===== src/sv/swma_pkg.sv =====
// ----------------------------------------------------------------------------
// swma_pkg
// Shared types and constants for the sliding window minimum accumulator.
// ----------------------------------------------------------------------------
package swma_pkg;

  localparam int PRICE_W        = 31;
  localparam int TOTAL_W        = 63;
  localparam int CFG_W          = 7;
  localparam int WINDOW_MAX_DEF = 64;

  localparam logic [TOTAL_W-1:0] TOTAL_MAX = '1;

  typedef struct packed {
    logic [PRICE_W-1:0] price;
    logic               start_req;
  } in_item_t;

  typedef struct packed {
    logic [PRICE_W-1:0] window_min;
    logic [TOTAL_W-1:0] running_total;
  } out_item_t;

  // Running minimum handed from one cell to the next.
  typedef struct packed {
    logic               valid;
    logic [PRICE_W-1:0] min_val;
  } cell_link_t;

endpackage


===== src/sv/swma_obuf.sv =====
// ----------------------------------------------------------------------------
// swma_obuf
// Output register with one skid entry; stall toward the source is registered.
// ----------------------------------------------------------------------------
module swma_obuf (
  input  logic                clk,
  input  logic                rst_n,
  input  logic                push,
  input  swma_pkg::out_item_t din,
  output logic                full,
  output logic                out_valid,
  input  logic                out_stall,
  output swma_pkg::out_item_t out_item
);

  logic                main_vld_r, main_vld_nxt;
  logic                skid_vld_r, skid_vld_nxt;
  swma_pkg::out_item_t main_r, main_nxt;
  swma_pkg::out_item_t skid_r, skid_nxt;
  logic                take;

  always_comb begin
    take         = main_vld_r && !out_stall;
    main_vld_nxt = main_vld_r;
    skid_vld_nxt = skid_vld_r;
    main_nxt     = main_r;
    skid_nxt     = skid_r;
    if (skid_vld_r) begin
      if (take) begin
        main_nxt     = skid_r;
        skid_vld_nxt = 1'b0;
      end
    end else if (push) begin
      if (!main_vld_r || take) begin
        main_nxt     = din;
        main_vld_nxt = 1'b1;
      end else begin
        skid_nxt     = din;
        skid_vld_nxt = 1'b1;
      end
    end else if (take) begin
      main_vld_nxt = 1'b0;
    end
  end

  always_ff @(posedge clk) begin
    if (!rst_n) begin
      main_vld_r <= 1'b0;
      skid_vld_r <= 1'b0;
    end else begin
      main_vld_r <= main_vld_nxt;
      skid_vld_r <= skid_vld_nxt;
    end
  end

  always_ff @(posedge clk) begin
    main_r <= main_nxt;
    skid_r <= skid_nxt;
  end

  assign full      = skid_vld_r;
  assign out_valid = main_vld_r;
  assign out_item  = main_r;

endmodule


===== config.mk =====
export PLATFORM = sky130hd
export DESIGN_NAME = swma_obuf
export DESIGN_NICKNAME = d
export VERILOG_FILES = /design/src/sv/swma_pkg.sv /design/src/sv/swma_obuf.sv
export SDC_FILE = /design/constraint.sdc
export NUM_CORES = 1
export LEC_CHECK = 0
export BUFFER_PORTS_ARGS = -buffer_cell sky130_fd_sc_hd__buf_2
export CORE_MARGIN = 2
export CORE_UTILIZATION = 52
export DETAILED_ROUTE_END_ITERATION = 6
export PLACE_DENSITY = 0.84
export SLEW_MARGIN = 30
export SYNTH_ARGS = -nofsm -noshare
export SYNTH_HDL_FRONTEND = slang
export SYNTH_SLANG_ARGS = --single-unit

===== constraint.sdc =====
create_clock -name clk -period 7.9 [get_ports clk]
set_clock_uncertainty 0.2 [all_clocks]
set_input_delay 0.79 -clock clk [delete_from_list [all_inputs] [get_ports clk]]
set_output_delay 0.79 -clock clk [all_outputs]
set_load 0.01 [all_outputs]

Word level (Yosys, flattened, before mapping)
Cells that the tools add are included.

Input port bits: 98. Flip-flop bits (word level): 190.

Reduce and logical (&&, ||, !) cells: 10. Bitwise gates (word level): 2. Equality and inequality tests: 2. Mux-type cells: 11.

Operator list (number): $mux W94 (4); $reduce_and A3 Y1 (3); $mux W1 (7); $reduce_bool A2 Y1 (3); $ne A2 B1 Y1 const B (2); $logic_not A1 Y1 (2); $not A1 Y1 (2); $logic_and A1 B1 Y1 (1); $logic_or A1 B1 Y1 (1).

Depth between registers and ports, before layout
Word-level depth: 6. Depth in mapped cells: 5. Depth with buffers taken out: 2.

Worst setup path before layout
OpenSTA, ideal clock, no wires.

Kind: in2reg. From: input out_stall. To: register main_r (netlist bit out_item[0]), enable pin. Cell stages on the path: 2. Arrival time: 5.330 ns. Slack: 1.798 ns. Buffers on the path: 0. Cells stage by stage: nand2_1 -> a21boi_1.

Cells in the longest elaborated chain, start to end: 5. Elaborated cells between the ends (all ways): 6. Classes of those cells: eq/ne (1); reduce/logical (5).

Ends and longest elaborated chain: from (decl) (line swma_obuf.sv:12) `input logic out_stall,`; $logic_not A1 Y1 * (line swma_obuf.sv:23) `take = main_vld_r && !out_stall;`; $logic_and A1 B1 Y1 * (line swma_obuf.sv:23); $logic_or A1 B1 Y1 (line swma_obuf.sv:34) `if (!main_vld_r || take) begin`; $reduce_bool A2 Y1 (no source line); $reduce_and A3 Y1 (no source line) *; to (signal assigned) (line swma_obuf.sv:57) `main_r <= main_nxt;`; to (decl) (line swma_obuf.sv:18) `swma_pkg::out_item_t main_r, main_nxt;`.

Mark *: on every way between the ends. The rest lies on a longest branch, timed or not. A chain may end at the register's enable or synchronous reset.

Final worst setup path
From: register skid_vld_r, in the netlist full. To: output full.

RTL lines: from (decl) (line swma_obuf.sv:17) `logic skid_vld_r, skid_vld_nxt;`; from (signal assigned) (line swma_obuf.sv:52) `skid_vld_r <= skid_vld_nxt;`; to (decl) (line swma_obuf.sv:10) `output logic full,`.

No word-level cell between the ends.

==> results.yml <==
drt:
  postRouteAntennaNets: 0
  drt_wl_total_um: 12400
  vias: 3569
  wl_per_cell_um: 17.7
  post-route-drc-count: 0
  drtIter0Drc: 286
  drtPass1Iterations: 4
  viasPerCell: 5.10
global_route:
  grt_max_degree: 84
  antenna_found_initial: 0
  grt-ovfl-total: 0
  grt_pass1_vias: 3810
  grt_pass1_wl_um: 19500
  grt_use_total_pct: 18.0
power:
  leakagePower_nw: 3.27
  worst_ir_drop_vdd_uv: 145
  power_density_nw_per_um2: 256
run_status:
  status: "finished clean"
sta:
  tns_ns: 0
  hold_viol_final: 0
  slew_headroom_pct: 45.7
  timing.final.setup_violations: 0
  min_period_over_period_pct: 40.1
  final_max_slew_viol_count: 0
  tightest_slew_ns: 0.815
  period_needed_ns: 3.17
  fin_ws_ns: 4.73
  timing.fmax_ghz: 0.316
  rsz0062_at_grt: "false"
logic_synthesis:
  syn-num-nets: 404
  synth_edf_count: 188
  synth_largest_area_cell: "edfxtp_1"
  yosysUniqueCellTypes: 15
  ys_warn_count: 0
  ys_seq_area_share_pct: 81.9
  ys_seq_elements: 190
  synth.avg_cell_area_um2: 22.7
  yosysMostFrequentCell: "edfxtp_1"
  netlist_area_um2: 6940
  synthTopCellsByCount: "188 x edfxtp_1, 77 x mux2_2, 17 x mux2_4, 7 x buf_2, 4 x buf_6"
  async_flop_share_pct: 0
  synth.top_cell.area_share_pct: 81.3
  synthTopCellsByArea: "edfxtp_1 81%, mux2_2 12%, mux2_4 3.7%"
  ys.flop_type: "edfxtp_1"
  synthCells: 306
clock_tree:
  cts_max_level: 4
  cts_buffer_depth: 2
  postCtsSetupRepairBufs: 0
  clock-sinks: 190
  cts_tree: "built"
  clkTransAtPathRegs_ns: 0.06
  ctsHoldBuffers: 0
  cts_root_buf: "clkbuf_16"
  clk_latency_ns: 0.42
  cts_made_buffers: 17
  cts_resized: 0
floorplan:
  die_y_um: 120
  coreArea_um2: 13100
  ios: 194
  die_w_um: 120
  floorplan.initialDensity_pct: 52.8
  die_area_um2: 14300
  rows: 42
layout:
  drive_gt1_share_pct: 61.8
  layout.nets: 609
  areaGrowthSynthToFinish_pct: 25.4
  final_core_utilization_pct: 66.2
  antennaDiodeCount: 0
min_path:
  min_from: "skid_r[51]"
  holdCritPathClass: "flop to flop"
critical_path:
  critical_path_class: "flop to output pin"
  arrival_ns: 2.18
  worstSetupEndpointType: "output pin"
  path_max_fanout: 55
  r2r-start: "full"
  start_kind: "flop"
  critPathLaunch: "full"
  worst_ep_required_time_ns: 6.91
placed_design:
  dpl_worst_slack_ns: 5.11
  gp_congestion: 0.726
  dp.final_hpwl_um: 8100
  port_buffers: 193
run:
  maxCapViolCount: 0
kinds of logic (layout without fill, tap and decap cells):
kind of cell | after synthesis | count (layout) | synth area share, %
DFF | 190 | 190 | 81.9
muxes | 94 | 94 | 16.2
buffers and inverters | 12 | 230 | 1.21
and+or+nand+nor | 6 | 6 | 0.415
AOI/OAI and AO/OA | 4 | 4 | 0.324
power by group:
part / total, mW / switching [mW] / internal (mW)
clock network: 0.857 / 0.357 / 0.500
registers: 1.20 / 0.0206 / 1.18
logic: 0.173 / 0.0894 / 0.0839
total: 2.23 / 0.467 / 1.76
placed cells by master, fill, tap and decap left out, drive strengths merged, types with 2 or more instances in the layout:
cell / netlist / layout
clkinvlp: 0 / 4
buf: 11 / 197
mux2: 94 / 94
clkbuf: 0 / 19
nand2: 2 / 2
inv: 1 / 3
edfxtp: 188 / 188
dfxtp: 2 / 2
clkinv: 0 / 4
a21oi: 2 / 2
bufinv: 0 / 3
state kept, by name, indices dropped and copies added, names as in the netlist:
name and flops:
out_item 94, full 1, out_valid 1, skid_r 94
critical path, stage by stage, from the launching register on:
cell,delay [ns]
dfxtp_4,0.86
buf_4,0.63
buf_2,0.24
path summary, 6_finish.rpt:
| path | slack [ns] | depth (start not counted) | to |
|---|---|---|---|
| max reg2reg | 5.32 | 3 | skid_r[14] |
| max | 4.73 | 2 | full |
| min reg2reg | 0.35 | 1 | out_item[51] |
| min | 0.35 | 1 | out_item[51] |
per-layer routing:
layer | vias to the layer above | share of wire, % | GRT usage (%)
li1 | 1633 | - | -
met1 | 1761 | 41 | 22.2
met2 | 151 | 49 | 28.6
met3 | 24 | 8.1 | 6.80
met4 | 0 | 2.4 | 8.09
met5 | - | 0 | 0
through the flow:
stage	total power [mW]	cell area, µm²	hold slack (ns)	instances
6_report	2.23	8700	0.347	700
5_1_grt	2.31	8700	0.330	700
4_1_cts	2.25	8700	0.336	700
3_5_place_dp	1.39	8110	0.331	668
3_3_place_gp	1.39	8100	0.312	668
2_1_floorplan	1.31	6940	0.323	306
area by class of cell:
type | count | area (µm²)
Multi-Input combinational cell | 104 | 1190
Clock inverter | 13 | 165
Timing Repair Buffer | 197 | 1000
Inverter | 1 | 3.75
Tap cell | 176 | 220
Clock buffer | 19 | 433
Sequential cell | 190 | 5690
Fill cell | 929 | 4430
No activity file was read; power rests on OpenSTA's default activity.
