$ cat config.mk
export PLATFORM = sky130hd
export DESIGN_NAME = swma_cell
export DESIGN_NICKNAME = d
export VERILOG_FILES = /design/src/sv/swma_pkg.sv /design/src/sv/swma_cell.sv
export SDC_FILE = /design/constraint.sdc
export NUM_CORES = 1
export LEC_CHECK = 0
export ABC_AREA = 1
export BUFFER_PORTS_ARGS = -buffer_cell sky130_fd_sc_hd__buf_2
export CAP_MARGIN = 20
export CORE_ASPECT_RATIO = 2
export CORE_MARGIN = 2
export CORE_UTILIZATION = 42
export CTS_CLUSTER_DIAMETER = 100
export DETAILED_ROUTE_END_ITERATION = 8
export HOLD_SLACK_MARGIN = 0.15
export PLACE_DENSITY = 0.85
export SETUP_SLACK_MARGIN = 0.5
export SYNTH_ARGS = -nofsm -noshare
export SYNTH_HDL_FRONTEND = slang
export SYNTH_SLANG_ARGS = --single-unit
$ cat constraint.sdc
create_clock -name clk -period 1.7 [get_ports clk]
set_clock_uncertainty 0.05 [all_clocks]
set_input_delay 0.255 -clock clk [delete_from_list [all_inputs] [get_ports clk]]
set_output_delay 0.255 -clock clk [all_outputs]
set_load 0.005 [all_outputs]
$ cat src/sv/swma_pkg.sv
// ----------------------------------------------------------------------------
// swma_pkg
// Shared types and constants for the sliding window minimum accumulator.
// ----------------------------------------------------------------------------
package swma_pkg;

  localparam int PRICE_W        = 31;
  localparam int TOTAL_W        = 63;
  localparam int CFG_W          = 7;
  localparam int WINDOW_MAX_DEF = 64;

  localparam logic [TOTAL_W-1:0] TOTAL_MAX = '1;

  typedef struct packed {
    logic [PRICE_W-1:0] price;
    logic               start_req;
  } in_item_t;

  typedef struct packed {
    logic [PRICE_W-1:0] window_min;
    logic [TOTAL_W-1:0] running_total;
  } out_item_t;

  // Running minimum handed from one cell to the next.
  typedef struct packed {
    logic               valid;
    logic [PRICE_W-1:0] min_val;
  } cell_link_t;

endpackage

$ cat src/sv/swma_cell.sv
// ----------------------------------------------------------------------------
// swma_cell
// One cell of the minimum chain: holds the minimum over the newest samples
// up to its position and passes it to the next cell on each accepted item.
// ----------------------------------------------------------------------------
module swma_cell (
  input  logic                                clk,
  input  logic                                rst_n,
  input  logic                                adv,
  input  logic                                clr,
  input  logic [swma_pkg::PRICE_W-1:0]        price,
  input  swma_pkg::cell_link_t                link_in,
  input  logic                                sel,
  output swma_pkg::cell_link_t                link_out,
  output swma_pkg::cell_link_t                tap_out
);

  logic                         valid_r;
  logic [swma_pkg::PRICE_W-1:0] min_r;
  logic [swma_pkg::PRICE_W-1:0] min_nxt;

  always_comb begin
    if (link_in.valid && !clr && (link_in.min_val < price)) begin
      min_nxt = link_in.min_val;
    end else begin
      min_nxt = price;
    end
  end

  always_ff @(posedge clk) begin
    if (!rst_n) begin
      valid_r <= 1'b0;
    end else if (adv) begin
      valid_r <= 1'b1;
    end
  end

  always_ff @(posedge clk) begin
    if (adv) begin
      min_r <= min_nxt;
    end
  end

  assign link_out.valid   = valid_r;
  assign link_out.min_val = min_r;
  assign tap_out.valid    = sel & valid_r;
  assign tap_out.min_val  = sel ? min_r : '0;

endmodule

## After elaboration in Yosys (flattened, before gate mapping)

Cells that the tools add are included.

| operators by class | value |
|---|---|
| reductions and logical operators | 3 |
| order comparisons | 1 |
| mux-type cells | 2 |
| bitwise gates (word level) | 1 |

Operators by type and width:

| operator | count |
|---|---|
| 31-bit two-way mux | 2 |
| 31-bit less-than comparator | 1 |
| 1-bit logical AND | 2 |
| 1-bit AND | 1 |
| 1-bit logical NOT | 1 |

| word-level totals | value |
|---|---|
| register bits | 32 |
| output and inout port bits | 64 |
| input port bits | 68 |
| logic and storage cells | 9 |

## Logic depth before layout (Yosys ltp)

Gate-level depths: netlist of run 1.

| logic depth | value |
|---|---|
| depth in word-level cells | 4 |
| depth in mapped cells | 15 |
| mapped depth without buffers | 14 |

## Worst setup path before layout of run 1

Ideal clock, no wire load.

| path | value |
|---|---|
| path type | in2reg |
| from | in price[30] (netlist name) |
| to | reg min_r[0] (netlist name) (data pin) |
| slack | 0.013 ns |
| arrival time | 1.385 ns |
| required time | 1.398 ns |
| stages on the path | 13 |
| buffers on the path | 1 |
| setup time | 0.252 ns |
| cells stage by stage | inv_1 -> ha_1 -> nand2_2 -> nor2_4 -> nand2_2 -> nor2_1 -> nand2_1 -> nand2_2 -> nor2_4 -> nand2_4 -> buf_6 -> nand2_2 -> nand2_1 |

| between the ends | value |
|---|---|
| longest elaborated chain between the ends | 3 |

RTL lines:

| element | RTL line | text |
|---|---|---|
| start: declaration | swma_cell.sv:11 | `input logic [swma_pkg::PRICE_W-1:0] price,` |
| 31-bit less-than comparator | swma_cell.sv:23 | `if (link_in.valid && !clr && (link_in.min_val < price)) begin` |
| 1-bit logical AND | swma_cell.sv:23 |  |
| 31-bit two-way mux | swma_cell.sv:23 |  |
| net min_nxt, one bit | swma_cell.sv:20 | `logic [swma_pkg::PRICE_W-1:0] min_nxt;` |
| end signal: assignment | swma_cell.sv:40 | `min_r <= min_nxt;` |
| end: declaration | swma_cell.sv:19 | `logic [swma_pkg::PRICE_W-1:0] min_r;` |

The timed path passes the listed nets, and every way through them passes these cells.
A chain may end at the register's enable or synchronous reset.

## Worst setup path in the final report of run 1

| path | value |
|---|---|
| from | in link_in[30] (netlist name) |
| to | reg min_r[21] (netlist name) (data pin) |

| between the ends | value |
|---|---|
| longest elaborated chain between the ends | 3 |

RTL lines:

| element | RTL line | text |
|---|---|---|
| start: declaration | swma_cell.sv:12 | `input swma_pkg::cell_link_t link_in,` |
| 31-bit less-than comparator | swma_cell.sv:23 |  |
| 1-bit logical AND | swma_cell.sv:23 |  |
| 31-bit two-way mux | swma_cell.sv:23 |  |
| net min_nxt, one bit | swma_cell.sv:20 |  |

The timed path passes the listed nets, and every way through them passes these cells.

==> results.toml, run 1 <==
[run_status]
status = "finished clean"

[setup_path]
reg2reg_to = "valid_r"
rr_worst_depth = 1
required_ps = 1680
path_class = "input port to register"
cp_max_fo = 7
path_cells = "buf_2 > ha_4 > nand2_2 > nand4_1 > nor2_1 > nand2_2 > nor2_4 > nand2_8 > clkbuf_16 > nand2_2 > nand2_1"
crit_path_max_incr_delay_ps = 250
startpoint = "link_in[30]"
path_buf_inv = 2
rrSetupSlack_ps = 1060
r2r_start = "valid_r"
start_kind = "input port"
critPathTopFamily = "simple AND/OR/NAND/NOR gates"
crit_path_frequent_cell = "nand2_2"
critical_path_arrival_ps = 1680
endpoint_kind = "register"
crit_path_top_delay_cell = "ha_4"

[timing]
period_minus_slack_ps = 1700
setup_viol = 0
worst_pin_slew_ps = 352
final-hold-violation-count = 0
rsz0062_at_grt = "true"
finalCritPeriodShare = 0.998
slew_viol_final = 0
max_slew_margin = 0.765
whs_ps = 199
max_freq_mhz = 590

[synthesis]
synth_seq_cells = 32
syn_nets = 446
yosysSeqAreaShare = 0.371
synth_cell_types = 20
syn-instance-count = 348
yosysTopAreaCellShare = 0.363
synth_area_um2 = 2560
yosys.area.top_type = "edfxtp_1"
synthTopCellsByArea = "edfxtp_1, nand2_1, ha_1"
postSynthAreaPerCell_um2 = 7.37
yosysWarnings = 0

[pwr]
p_total_uw = 2710
ir_drop_mv = 0.481
pwr_density_cell_nw_per_um2 = 646
cellLeakagePower_uw = 0.00237

[placement]
numPortBuffers = 131
dp.cells = 551
hpwl_mm = 5.96
place_area_um2 = 3760
place_congestion = 0.829

[global_route]
grt_max_degree = 21
grt_first_pass_wirelength_mm = 11.1
globalRouteOverflowTotal = 0
grt_pass1_vias = 2670
grtUsageTotal = 0.218
antenna_found_initial = 0

[hold_path]
whs_path_depth = 3
hp-start = "price[20]"
min_path_type = "input port to register"
holdPathEnd = "min_r[20]"

[detailed_routing]
drc_errors = 0
vias = 2829
dr.pass1.iters = 4
vias_per_cell = 5.02
wire_per_inst_um = 14.0
drtIter0Drc = 92
ant_nets = 0
wl_mm = 7.89

[die]
die_x_um = 59.2
start_util = 0.430
core_um2 = 5960
num_io_pins = 132
fp-row-count = 40
die_h_um = 114
design.die.area_um2 = 6780

[cells_and_area]
drive_gt1_frac = 0.531
finalInstanceArea_um2 = 4200
final_util = 0.705
antennaDiodeCount = 0
final_common_cell = "buf_2"
layout.cells.non_filler = 564
fin_nets = 598
final_cell_mix = "buf_2, nand2_1, inv_1, edfxtp_1, nand3_1"
area_delta_synth_final_pct = 63.9

[run]
maxCapViolCount = 0

[clock_tree]
cts_max_level = 2
cts.clk_slew.worst_paths_ps = 50
cts_buffers = 5
cts_tree = "done"
root_buffer = "clkbuf_16"
clockBufferDepth = 2
clkSinkCount = 32
clk_latency_ps = 280
stage by stage:
stage / setup TNS, ps / setup slack, ps
after global placement: -6330 / -226
after global routing: -135 / -22.5
after CTS: 0 / 98.8
after floorplan: 0 / 83.5
final: 0 / 3.77
after detailed placement: -6940 / -255
how the worst max path moves through the flow:
stage / slack (ps) / endpoint / cells after the start
floorplan: 80 / min_r[0] / 12
global placement: -230 / min_r[6] / 13
detailed placement: -250 / min_r[21] / 13
CTS: 100 / min_r[30] / 14
global route: -20 / min_r[18] / 12
finish: 4 / min_r[21] / 11
per-layer routing:
| metal | global-route usage | routed length [µm] | up-vias |
|---|---|---|---|
| li1 | - | - | 1375 |
| met1 | 0.186 | 2460 | 1293 |
| met2 | 0.426 | 4660 | 130 |
| met3 | 0.0373 | 415 | 31 |
| met4 | 0.141 | 349 | 0 |
| met5 | 0 | 0 | - |
where the power goes:
| group | leakage [µW] | switching (µW) | internal (µW) |
|---|---|---|---|
| clock network | 0.0000655 | 321 | 538 |
| logic | 0.00199 | 431 | 420 |
| registers | 0.000311 | 39.9 | 963 |
cells in the mapped netlist:
cell	count
buf_6	3
buf_2	6
nor2_1	9
buf_4	1
inv_1	76
a21oi_1	10
ha_1	30
nand3_1	33
nor3_2	1
nand2_1	121
o21ai_1	1
dfxtp_1	1
nand2_4	1
clkbuf_1	3
edfxtp_1	31
nor2_4	2
o21a_1	1
nand4_1	2
nand2_2	14
o21ai_0	2
logic make-up after synthesis:
kind of cell / share of synthesized area
flip-flops: 0.371
adder cells (fa/ha/maj): 0.146
AND/OR/NAND/NOR: 0.311
buffers and inverters: 0.143
AO/OA/AOI/OAI: 0.0283
state kept, by name, summed over array words and instances, names as in the netlist:
| register | cells |
|---|---|
| valid_r | 1 |
| min_r | 31 |
final cells by class:
cell class / instances / area [µm²]
clock buffers: 7 / 133
clock inverters: 1 / 3.75
fillers: 460 / 1750
inverters: 76 / 290
multi-input cells: 227 / 1710
flip-flops and latches: 32 / 951
well taps: 63 / 78.8
repair buffers: 158 / 1030
what timing repair did:
item / CTS / global route
buffers inserted: 0 / 2
endpoints found under the hold margin: 1 / 0
hold buffers: 1 / 0
resized for setup: 7 / 59
pin swaps: 19 / 23
cloned: 0 / 2
endpoints found under the setup margin: 52 / 62
(Power assumes the default switching activity.)
==> run 2, diff against run 1 <==
--- a/config.mk
+++ b/config.mk
@@ -10,11 +10,11 @@
 export CAP_MARGIN = 20
 export CORE_ASPECT_RATIO = 2
 export CORE_MARGIN = 2
-export CORE_UTILIZATION = 42
+export CORE_UTILIZATION = 50
 export CTS_CLUSTER_DIAMETER = 100
 export DETAILED_ROUTE_END_ITERATION = 8
 export HOLD_SLACK_MARGIN = 0.15
-export PLACE_DENSITY = 0.85
+export PLACE_DENSITY = 0.94
 export SETUP_SLACK_MARGIN = 0.5
 export SYNTH_ARGS = -nofsm -noshare
 export SYNTH_HDL_FRONTEND = slang
==> constraint.sdc (replaced) <==
create_clock -name clk -period 2 [get_ports clk]
set_clock_uncertainty 0.05 [all_clocks]
set_input_delay 0.3 -clock clk [delete_from_list [all_inputs] [get_ports clk]]
set_output_delay 0.3 -clock clk [all_outputs]
set_load 0.005 [all_outputs]
==> run 2 against run 1 <==
Effect of this change: count of clock-buffer cells in the layout stayed put; clock power is 44% lower; die area down 15%; power fell by 23%; global-route usage increased by 6.0 points; combinational power is 11% lower; first-iteration DRC count fell by 12%; flip-flop and latch count unchanged; hold slack worse by 8.8 ps; non-clock buffer count down 18; utilization is 14 points higher; critical path type unchanged.
==> results.toml, run 2 (synthesis gave the netlist of run 1 again) <==
[cells_and_area]
finalInstanceArea_um2 = 4140
largest_registers = "min_r (31), valid_r (1)"
fin_nets = 580
final_cell_mix = "buf_2, nand2_1, inv_1, nand2_2, nand3_1"
area_delta_synth_final_pct = 61.3
antennaDiodeCount = 0
top_register = "min_r"
drive_gt1_frac = 0.551
largest_reg_flops = 31
num-fill-cells = 279
final_common_cell = "buf_2"
layout.cells.non_filler = 540
final_util = 0.842

[pwr]
p_comb_frac = 0.363
seqPwrFrac = 0.407
clock_power_share = 0.229
netSwitchingPower_uw = 662
swShare = 0.316
cellLeakagePower_uw = 0.00227
ir_drop_mv = 0.506
intPower_uw = 1430
pwr_density_cell_nw_per_um2 = 506

[setup_path]
critPathTopFamily = "simple AND/OR/NAND/NOR gates"
path_buf_inv = 3
path_cells = "buf_6 > inv_4 > ha_4 > a21oi_2 > o21ai_1 > nand2_1 > nand2_2 > nor2_4 > nand2_4 > buf_12 > nand2_2 > nand2_1"
critical_path_arrival_ps = 1730
crit_path_max_incr_delay_ps = 200
crit_path_top_delay_cell = "ha_4"
cp_max_fo = 8
path_class = "input port to register"
required_ps = 1980
endpoint_kind = "register"
start_kind = "input port"

[placement]
place_area_um2 = 3610
dp.cells = 530
hpwl_mm = 5.87
numPortBuffers = 131
place_congestion = 0.805

[die]
design.die.area_um2 = 5750
core_um2 = 4910
start_util = 0.522
fp-row-count = 36
die_h_um = 105
die_x_um = 54.6
num_io_pins = 132

[run]
maxCapViolCount = 0

[timing]
period_minus_slack_ps = 1750
max_slew_margin = 0.500
rsz0062_at_grt = "true"
setup_viol = 0
worst_pin_slew_ps = 750
max_freq_mhz = 573
final-hold-violation-count = 0
finalCritPeriodShare = 0.873
slew_viol_final = 0

[detailed_routing]
wl_mm = 8.66
vias_per_cell = 5.37
ant_nets = 0
dr.pass1.iters = 5
vias = 2902
drc_errors = 0
drtIter0Drc = 81
wire_per_inst_um = 16.0

[global_route]
globalRouteOverflowTotal = 0
grtUsageTotal = 0.279
grt_max_degree = 33
grt_pass1_vias = 2826
antenna_found_initial = 0
grt_first_pass_wirelength_mm = 11.9

[clock_tree]
cts_max_level = 2
cts.clk_slew.worst_paths_ps = 70
cts_tree = "done"
cts_hold_repair.buffers = 0
clkSinkCount = 32
cts_buffers = 5
clk_latency_ps = 280
clockBufferDepth = 2
root_buffer = "clkbuf_8"

[run_status]
status = "finished clean"

[hold_path]
min_path_type = "input port to register"
[run 2: layout make-up]
| type | instances | area [µm²] | share of cell area |
|---|---|---|---|
| clock inverter | 1 | 5.00 | 0.00121 |
| timing repair buffer | 140 | 958 | 0.232 |
| sequential | 32 | 951 | 0.230 |
| multi-input combinational | 227 | 1770 | 0.428 |
| inverter | 76 | 303 | 0.0732 |
| clock buffer | 7 | 76.3 | 0.0185 |
| tap | 57 | 71.3 | 0.0172 |
[run 2: final timing paths]
check             cells past startpoint   endpoint  slack [ps]      start
setup / recovery                     12  min_r[23]         250  price[26]
hold / removal                        2    valid_r         190      rst_n
setup reg to reg                      1    valid_r        1330    valid_r
hold reg to reg                       1    valid_r         470    valid_r
[run 2: metrics by stage]
stage / hold WS [ps] / setup WS (ps) / total power [µW] / setup TNS (ps)
finish: 190 / 255 / 2090 / 0
global route: 192 / 179 / 2200 / 0
CTS: 193 / 357 / 2020 / 0
detailed placement: 460 / -2.30 / 1470 / -2.30
global placement: 414 / 52.8 / 1420 / 0
floorplan: 360 / 338 / 1170 / 0
[run 2: metal layers]
layer  up-vias  wire [µm]  track usage  part of all wire
li1       1347          -            -                 -
met1      1345       2720        0.252              0.31
met3        52        491       0.0354             0.057
met5         -          0            0                 0
met2       158       4880        0.528              0.56
met4         0        573        0.159             0.066
[run 2: power by group through the flow]
stage / combinational (µW) / sequential, µW / clock [µW]
3_3_place_gp: 563 / 861 / 0
5_1_grt: 837 / 860 / 503
6_report: 760 / 853 / 481
3_5_place_dp: 602 / 865 / 0
2_1_floorplan: 301 / 869 / 0
4_1_cts: 685 / 852 / 478
[run 2: what timing repair did]
| action | 4_1_cts | 5_1_grt |
|---|---|---|
| pin swaps | 8 | 24 |
| buffers inserted | 0 | 0 |
| cloned | 1 | 1 |
| resized for setup | 63 | 52 |
| endpoints found under the setup margin | 31 | 48 |
| hold endpoints to repair | 0 | 0 |
