--- config.mk ---
export PLATFORM = sky130hd
export DESIGN_NAME = swma_acc
export DESIGN_NICKNAME = d
export VERILOG_FILES = /design/src/sv/swma_pkg.sv /design/src/sv/swma_acc.sv
export SDC_FILE = /design/constraint.sdc
export NUM_CORES = 1
export LEC_CHECK = 0
export ABC_AREA = 1
export BUFFER_PORTS_ARGS = -buffer_cell sky130_fd_sc_hd__buf_2
export CORE_UTILIZATION = 40
export CTS_BUF_LIST = sky130_fd_sc_hd__clkbuf_8
export CTS_CLUSTER_DIAMETER = 50
export DETAILED_ROUTE_END_ITERATION = 10
export GPL_ROUTABILITY_DRIVEN = 0
export GPL_TIMING_DRIVEN = 0
export HOLD_SLACK_MARGIN = 0.05
export PLACE_DENSITY = 0.69
export SYNTH_ARGS = -nofsm -noshare
export SYNTH_HDL_FRONTEND = slang
export SYNTH_SLANG_ARGS = --single-unit
--- constraint.sdc ---
create_clock -name clk -period 2.6 [get_ports clk]
set_input_delay 0.13 -clock clk [delete_from_list [all_inputs] [get_ports clk]]
set_output_delay 0.13 -clock clk [all_outputs]
set_load 0.005 [all_outputs]
--- src/sv/swma_pkg.sv ---
// ----------------------------------------------------------------------------
// swma_pkg
// Shared types and constants for the sliding window minimum accumulator.
// ----------------------------------------------------------------------------
package swma_pkg;

  localparam int PRICE_W        = 31;
  localparam int TOTAL_W        = 63;
  localparam int CFG_W          = 7;
  localparam int WINDOW_MAX_DEF = 64;

  localparam logic [TOTAL_W-1:0] TOTAL_MAX = '1;

  typedef struct packed {
    logic [PRICE_W-1:0] price;
    logic               start_req;
  } in_item_t;

  typedef struct packed {
    logic [PRICE_W-1:0] window_min;
    logic [TOTAL_W-1:0] running_total;
  } out_item_t;

  // Running minimum handed from one cell to the next.
  typedef struct packed {
    logic               valid;
    logic [PRICE_W-1:0] min_val;
  } cell_link_t;

endpackage

--- src/sv/swma_acc.sv ---
// ----------------------------------------------------------------------------
// swma_acc
// Saturating running total of the window minimums.
// ----------------------------------------------------------------------------
module swma_acc (
  input  logic                         clk,
  input  logic                         rst_n,
  input  logic                         adv,
  input  logic                         clr,
  input  logic [swma_pkg::PRICE_W-1:0] addend,
  output logic [swma_pkg::TOTAL_W-1:0] total_nxt
);

  logic [swma_pkg::TOTAL_W-1:0] total_r;
  logic [swma_pkg::TOTAL_W-1:0] base;
  logic [swma_pkg::TOTAL_W:0]   sum;

  always_comb begin
    base = clr ? '0 : total_r;
    sum  = {1'b0, base} + (swma_pkg::TOTAL_W + 1)'(addend);
    if (sum[swma_pkg::TOTAL_W]) begin
      total_nxt = swma_pkg::TOTAL_MAX;
    end else begin
      total_nxt = sum[swma_pkg::TOTAL_W-1:0];
    end
  end

  always_ff @(posedge clk) begin
    if (!rst_n) begin
      total_r <= '0;
    end else if (adv) begin
      total_r <= total_nxt;
    end
  end

endmodule

# --- Word-level counts from Yosys, hierarchy flattened ---
# Index checks and enable logic that the tools add are counted.
op_classes:
  add_sub_neg: 1
  mux: 2
op_table:
  columns: ["cell", "count"]
  rows:
  - ["$mux 63", 2]
  - ["$add 63x31->64", 1]
totals:
  input_bits: 35
  register_bits: 63

# --- Longest topological paths before layout ---
# Gate-level depths: netlist of the first run.
logic_depth:
  depth_word: 3
  depth_mapped: 21

# --- Worst setup path after synthesis of the first run ---
# No wires, ideal clock.
synth_path:
  kind: "in2reg"
  from: "input clr"
  to: "register total_r[16] (netlist bit)"
  path_stages: 19
  required_time_ps: 2485
  t_arrival_ps: 2658
  path_slack_ps: -174
  path_cell_list: "buf_6 > buf_6 > buf_6 > clkbuf_1 > nor2_1 > ha_1 > fa_1 > inv_1 > nor2_1 > or2_2 > nand2_1 > nand2_1 > nand2_1 > nand2_1 > xor2_1 > inv_1 > nand2_1 > o21ai_0 > inv_1"
synth_between:
  elab_chain_cells: 3
synth_lines:
  columns: ["item", "line", "text"]
  rows:
  - ["from (decl)", "swma_acc.sv:9", "input logic clr,"]
  - ["$mux 63", "swma_acc.sv:19", "base = clr ? '0 : total_r;"]
  - ["$add 63x31->64", "swma_acc.sv:20", "sum = {1'b0, base} + (swma_pkg::TOTAL_W + 1)'(addend);"]
  - ["$mux 63", "swma_acc.sv:21", "if (sum[swma_pkg::TOTAL_W]) begin"]
  - ["via total_nxt (one bit)", "swma_acc.sv:11", "output logic [swma_pkg::TOTAL_W-1:0] total_nxt"]
  - ["to (signal assigned)", "swma_acc.sv:32", "total_r <= total_nxt;"]
  - ["to (decl)", "swma_acc.sv:14", "logic [swma_pkg::TOTAL_W-1:0] total_r;"]
# The timed path passes the listed nets, and every way through them passes these cells.
# A chain may end at the register's enable or synchronous reset.

# --- Worst setup path after layout of the first run ---
layout_path:
  from: "register total_r[20] (netlist bit)"
  to: "output total_nxt[38] (netlist bit)"
layout_between:
  elab_chain_cells: 3
layout_lines:
  columns: ["item", "line"]
  rows:
  - ["$mux 63", "swma_acc.sv:19"]
  - ["$add 63x31->64", "swma_acc.sv:20"]
  - ["$mux 63", "swma_acc.sv:21"]
  - ["to (decl)", "swma_acc.sv:11"]
# Every way passes these cells.

==> results of run 1 <==
## path summary, 6_finish.rpt
check | start | to | slack, ns | cells after the start
worst max register to register | total_r[6] | total_r[60] | -0.11 | 20
worst min-delay path | rst_n | total_r[25] | 0.09 | 3
worst max-delay path | total_r[20] | total_nxt[38] | -0.23 | 14
worst min register to register | total_r[45] | total_r[45] | 0.53 | 2
## per-layer routing
metal / track usage (%) / routed length (um) / up-vias
met5: 0 / 0 / -
met3: 7.36 / 2880 / 135
met2: 47.3 / 13000 / 541
li1: - / - / 4622
met4: 19.0 / 1750 / 0
met1: 37.8 / 11500 / 4312
## worst reg2reg max path: cells and delay by family, from the launching register on
family	cells	cell delay, ns
buffers and inverters	7	0.74
and+or+nand+nor	12	1.27
adders and majority gates	1	0.34
DFF	1	0.31
## cell families after synthesis
kind of cell / synth area share, %
xor+xnor: 3.47
fa+ha+maj: 5.58
compound gates: 8.45
simple gates: 45.9
buf+inv: 19.3
flops: 17.2
## through the flow
| stage | util (%) | setup TNS, ns |
|---|---|---|
| after floorplan | - | 0 |
| after global placement | 45.0 | -99.03 |
| after detailed placement | 45.0 | -102.39 |
| after CTS | 53.9 | -6.60 |
| after global routing | 58.0 | -19.62 |
| final | 58.0 | -11.29 |
## power breakdown
group	internal (uW)	switching (uW)
clock network	446	459
registers	1040	35.7
logic	625	872
## cell usage in the layout, fill, tap and decap left out, types with 5 or more instances in the layout
master	n
buf_12	7
a21oi_2	10
clkbuf_8	14
nor2_4	19
dfxtp_1	61
inv_1	309
nand2_4	20
a21oi_1	61
o21ai_0	40
nand4_1	38
nor2_1	131
nor3_1	5
xor2_1	18
inv_2	19
buf_2	71
clkbuf_1	19
ha_1	24
nand3_1	59
xor2_2	8
nand2_1	355
nand3_4	23
nor2_2	37
buf_6	36
nand3_2	25
buf_4	78
ha_4	5
nand2_2	70
## timing repair
| action | 4_1_cts | 5_1_grt |
|---|---|---|
| pin swaps | 69 | 29 |
| setup endpoints to repair | 126 | 84 |
| endpoints found under the hold margin | 0 | 0 |
| cloned | 2 | 1 |
| resized for setup | 207 | 134 |
| setup buffers | 69 | 21 |
## cell usage after synthesis
cell | instances | share of area (%)
buf_6 | 5 | 0.77
buf_1 | 1 | 0.051
nand3_4 | 1 | 0.24
o22ai_1 | 1 | 0.086
nand3b_1 | 3 | 0.31
xnor2_1 | 3 | 0.36
o21bai_1 | 5 | 0.51
buf_2 | 6 | 0.41
nor3_1 | 9 | 0.62
nand3_2 | 3 | 0.41
nand4_1 | 38 | 3.3
nor3b_1 | 1 | 0.10
clkinv_1 | 1 | 0.051
nor2_2 | 12 | 1.0
nand3_1 | 103 | 7.0
xor2_1 | 26 | 3.1
or2_2 | 1 | 0.086
clkbuf_1 | 22 | 1.1
nand2_1 | 441 | 23
a21oi_2 | 1 | 0.12
ha_1 | 31 | 5.3
clkinv_2 | 1 | 0.068
nor2_4 | 7 | 1.1
or2_1 | 2 | 0.17
nor2_1 | 168 | 8.6
inv_2 | 9 | 0.46
nand2_2 | 4 | 0.34
inv_1 | 319 | 16
fa_1 | 1 | 0.27
dfxtp_1 | 63 | 17
o21ai_0 | 40 | 2.7
a21oi_1 | 73 | 5.0
## cell type report
type	instances	area [um^2]	area share [%]
multi-input combinational	974	5730	54.9
timing repair buffer	187	1440	13.8
sequential	63	1260	12.1
inverter	330	1240	11.9
tap	229	287	2.75
buffer	33	264	2.53
clock buffer	13	179	1.72
clock inverter	3	16.3	0.156
==> flow_summary_export.csv, run 1 <==
group,metric,value,unit
outcome,status,"finished, violations left",
outcome,violations,"setup timing",
setup_path,max_stage_delay,0.37,ns
finish,drive_above_1_share,29.1,%
timing,timing.final.crit_share,109,%
finish,antenna_cells,0,
timing,whs,0.0916,ns
synthesis,syn_area,7310,um^2
synthesis,syn_area_per_cell,5.22,um^2
finish,top_register,"total_r",
clock_network,clockBufferDepth,2,
setup_path,cpMaxStageDelayCell,"ha_1",
timing,worst_slack,-0.227,ns
grt,grt_max_degree,20,
synthesis,yosysWarnings,0,
place,placed_cell_area,8090,um^2
route,dr.first_iter.drc_count,1004,
setup_path,start_kind,"register",
timing,fin_crit,2.83,ns
clock_network,path_clk_slew,0.09,ns
setup_path,cp_data_arrival_time,2.70,ns
flow_run,cap_violations,0,
finish,postLayoutCellArea,10400,um^2
finish,largest_register_ffs,63,
setup_path,path_cells,"inv_1, nor2_1, ha_1, nand2_1, nor2_4, nand2_1, nor2_1, nand2_4, nand2_4, nand3_4, buf_12, clkbuf_16, nand3_2, buf_2",
route,route.detailed.wl_per_inst,15.8,um
timing,setup-violations-final,66,
die,start_util,40.7,%
die,core_area,18000,um^2
clock_network,cts-root-buf,"clkbuf_8",
finish,final_cells,1832,
die,fp.dieArea,18800,um^2
die,ios,98,
timing,maxSlewViolCount,0,
timing,worst_slew_pin_slew,0.823,ns
timing,finalClockSkew,0.0139,ns
route,antenna_left,0,
grt,grt_pass1_vias,8544,
grt,grt_use_total,30.5,%
die,placementRows,49,
power_and_ir_drop,peakVddDrop,210,uV
setup_path,critical_path_required,2.47,ns
grt,grt_pass1_wl,43200,um
die,die_h,137,um
setup_path,critical_path_class,"register to output pin",
grt,antenna_found_initial,0,
place,io_buffers,95,
timing,fmax,354,MHz
setup_path,cp_top_family,"simple AND/OR/NAND/NOR gates",
clock_network,insertion_delay,0.39,ns
finish,nets,1665,
clock_network,cts_max_level,3,
finish,area_growth,42.6,%
synthesis,synth-seq-cells,63,
timing,relSlewSlack,45.1,%
synthesis,yosysSeqAreaShare,17.2,%
power_and_ir_drop,p_per_area,334,nW/um^2
finish,n_fill_cell,1700,
route,firstDrtPassIters,6,
route,totalWireLength,29000,um
finish,top_regs,"total_r (63)",
power_and_ir_drop,finalPower,3480,uW
route,vias,9610,
setup_path,crit_fanout,5,
synthesis,synth.distinct_cells,32,
place,pre_cts_slack,-0.970,ns
timing,rsz0062_at_grt,"true",
die,die_w,137,um
route,drc,0,
clock_network,holdBufCountCts,0,
synthesis,synthesis.nets,1468,
clock_network,cts_tree,"built",
synthesis,synth_cells,1401,
route,viasPerCell,5.25,
setup_path,cp_num_buf_inv,4,
setup_path,critPathCaptureType,"output pin",
grt,grt-ovfl-total,0,
place,dp.cells,1725,
place,dpl.hpwl,20800,um
min_path,hp-class,"primary input to register",
power_and_ir_drop,cellLeakagePower,0.00598,uW
timing,hold_viol_final,0,
clock_network,cts_made_buffers,9,
clock_network,cts.sinks,63,
Power figures use the tool's default switching activity.
==> inputs of run 2 (changes only) <==
Settings changed: GPL_TIMING_DRIVEN 0 to unset.
==> run 2 against run 1 <==
- the flow still finishes with violations (setup timing)
- non-clock buffer count increased by 81
- count of clock-buffer cells in the layout shrank 3
- sequential cell count did not move
- fmax fell by 3.4%
- final cell count increased by 4.5%
- critical path type unchanged
- largest power group unchanged
==> flow_summary_export.csv, run 2 (synthesis gave the netlist of run 1 again) <==
group,metric,value,unit
outcome,status,"finished, violations left",
outcome,violations,"setup timing",
timing,worst_slack,-0.327,ns
finish,nets,1747,
grt,grt_use_total,30.2,%
finish,layout_commonest_cell,"nand2_1",
setup_path,critPathCaptureType,"output pin",
timing,relSlewSlack,54.0,%
die,start_util,40.7,%
setup_path,cp_num_buf_inv,5,
route,vias,10100,
die,placementRows,49,
finish,antenna_cells,0,
timing,hold_viol_final,0,
finish,drive_above_1_share,42.1,%
grt,grt_pass1_vias,8836,
setup_path,start_kind,"register",
power_and_ir_drop,cellLeakagePower,0.00651,uW
clock_network,cts_tree,"built",
setup_path,path_cells,"inv_1, nor2_1, ha_1, nand3_1, nand3_2, nand2_1, nand2_2, nand2_2, nand2_2, nand2_2, nand2_4, buf_6, nand3_4, buf_4, buf_4, nand3_1, buf_2",
finish,postLayoutCellArea,11500,um^2
route,route.detailed.wl_per_inst,16.4,um
finish,final_util,64.2,%
setup_path,endpoint,"total_nxt[32]",
finish,area_growth,57.8,%
finish,top_regs,"total_r (63)",
setup_path,startpoint,"total_r[2]",
setup_path,crit_path_frequent_cell,"nand2_2",
finish,layout_common_cells,"nand2_1 (301), inv_1 (282), buf_4 (180)",
die,core_area,18000,um^2
timing,fin_crit,2.93,ns
route,viasPerCell,5.28,
clock_network,insertion_delay,0.39,ns
place,io_buffers,97,
clock_network,holdBufCountCts,0,
route,firstDrtPassIters,6,
timing,rsz0062_at_grt,"true",
clock_network,cts-root-buf,"clkbuf_8",
timing,maxSlewViolCount,0,
min_path,hp-class,"primary input to register",
timing,finalClockSkew,0.0202,ns
timing,fmax,342,MHz
place,pre_cts_slack,0.0583,ns
timing,worst_slew_pin_slew,0.689,ns
grt,grt_max_degree,53,
power_and_ir_drop,p_per_area,344,nW/um^2
clock_network,clockBufferDepth,2,
die,die_h,137,um
setup_path,cpMaxStageDelayCell,"ha_1",
place,dpl.hpwl,20700,um
clock_network,path_clk_slew,0.09,ns
setup_path,crit_fanout,5,
finish,top_register,"total_r",
finish,largest_register_ffs,63,
setup_path,cp_data_arrival_time,2.80,ns
route,antenna_left,0,
setup_path,reg2reg_to,"total_r[33]",
setup_path,critical_path_required,2.47,ns
route,dr.first_iter.drc_count,1016,
grt,antenna_found_initial,0,
grt,grt_pass1_wl,43400,um
setup_path,cp.depth,17,
timing,setup-violations-final,66,
route,drc,0,
setup_path,cp_top_family,"simple AND/OR/NAND/NOR gates",
flow_run,cap_violations,0,
clock_network,cts.sinks,63,
place,placed_cell_area,9160,um^2
grt,grt-ovfl-total,0,
power_and_ir_drop,finalPower,3970,uW
clock_network,cts_made_buffers,9,
die,die_w,137,um
setup_path,critical_path_class,"register to output pin",
setup_path,r2r-start,"total_r[2]",
setup_path,r2r_cells,19,
die,ios,98,
timing,timing.final.crit_share,113,%
route,totalWireLength,31300,um
power_and_ir_drop,peakVddDrop,308,uV
min_path,hold_depth,3,
setup_path,max_stage_delay,0.38,ns
die,fp.dieArea,18800,um^2
clock_network,cts_max_level,3,
setup_path,rrSetupSlack,-0.03,ns
==> run 2: cell types whose count changed in the layout (fill, tap and decap cells not counted), sizes merged <==
| cell | previous run | this run |
|---|---|---|
| inv | 329 | 328 |
| bufinv | 0 | 3 |
| clkbuf | 35 | 10 |
| bufbuf | 0 | 1 |
| buf | 198 | 300 |
| clkinv | 3 | 5 |
==> run 2: where the power goes <==
group	switching (uW)	internal [uW]
sequential	41.8	1040
combinational	991	748
clock	488	660
total	1520	2450
==> run 2: area by class of cell <==
type                            count  area (um^2)
Timing Repair Buffer              301         2240
Tap cell                          229          287
Clock buffer                       10          138
Multi-Input combinational cell    974         6210
Timing Repair inverter              1         20.0
Clock inverter                      6          108
Fill cell                        1461         6430
Sequential cell                    63         1270
Inverter                          330         1270
==> run 2: per-layer routing <==
| metal | vias to the layer above | wire [um] | track usage (%) |
|---|---|---|---|
| met5 | - | 0 | 0 |
| met4 | 0 | 1970 | 17.8 |
| met3 | 154 | 2870 | 4.12 |
| met2 | 584 | 14400 | 49.0 |
| met1 | 4572 | 12100 | 38.0 |
| li1 | 4793 | - | - |
==> run 2: timing repair <==
action | 4_1_cts | 5_1_grt
pin swaps | 31 | 116
gates cloned | 3 | 0
gates resized for setup | 189 | 290
buffers inserted | 29 | 18
endpoints found under the setup margin | 62 | 67
==> run 2: worst min-delay path by stage <==
stage                      from           to
global placement    total_r[45]  total_r[45]
global route              rst_n  total_r[46]
floorplan                 rst_n  total_r[25]
detailed placement  total_r[26]  total_r[26]
CTS                       rst_n  total_r[30]
finish                    rst_n  total_r[47]
==> run 2: worst reg2reg max path, stage by stage (launching register included) <==
cell     delay, ns
dfxtp_1       0.30
inv_1         0.07
nor2_1        0.04
ha_1          0.37
nand2_2       0.11
nand3_2       0.10
nand2_1       0.12
nand2_2       0.10
nand2_2       0.10
nand2_2       0.13
nand2_2       0.14
nand2_4       0.07
buf_6         0.12
nand3_4       0.09
buf_12        0.17
buf_6         0.12
nand3_4       0.09
buf_4         0.15
o21ai_1       0.12
inv_1         0.05
==> run 2: stage by stage <==
stage,hold slack [ns],TNS (ns),std cells
finish,0.188,-13.95,1914
global placement,0.497,0,1851
CTS,0.165,-1.78,1898
floorplan,0.268,0,1401
global route,0.190,-24.40,1914
detailed placement,0.518,0,1851
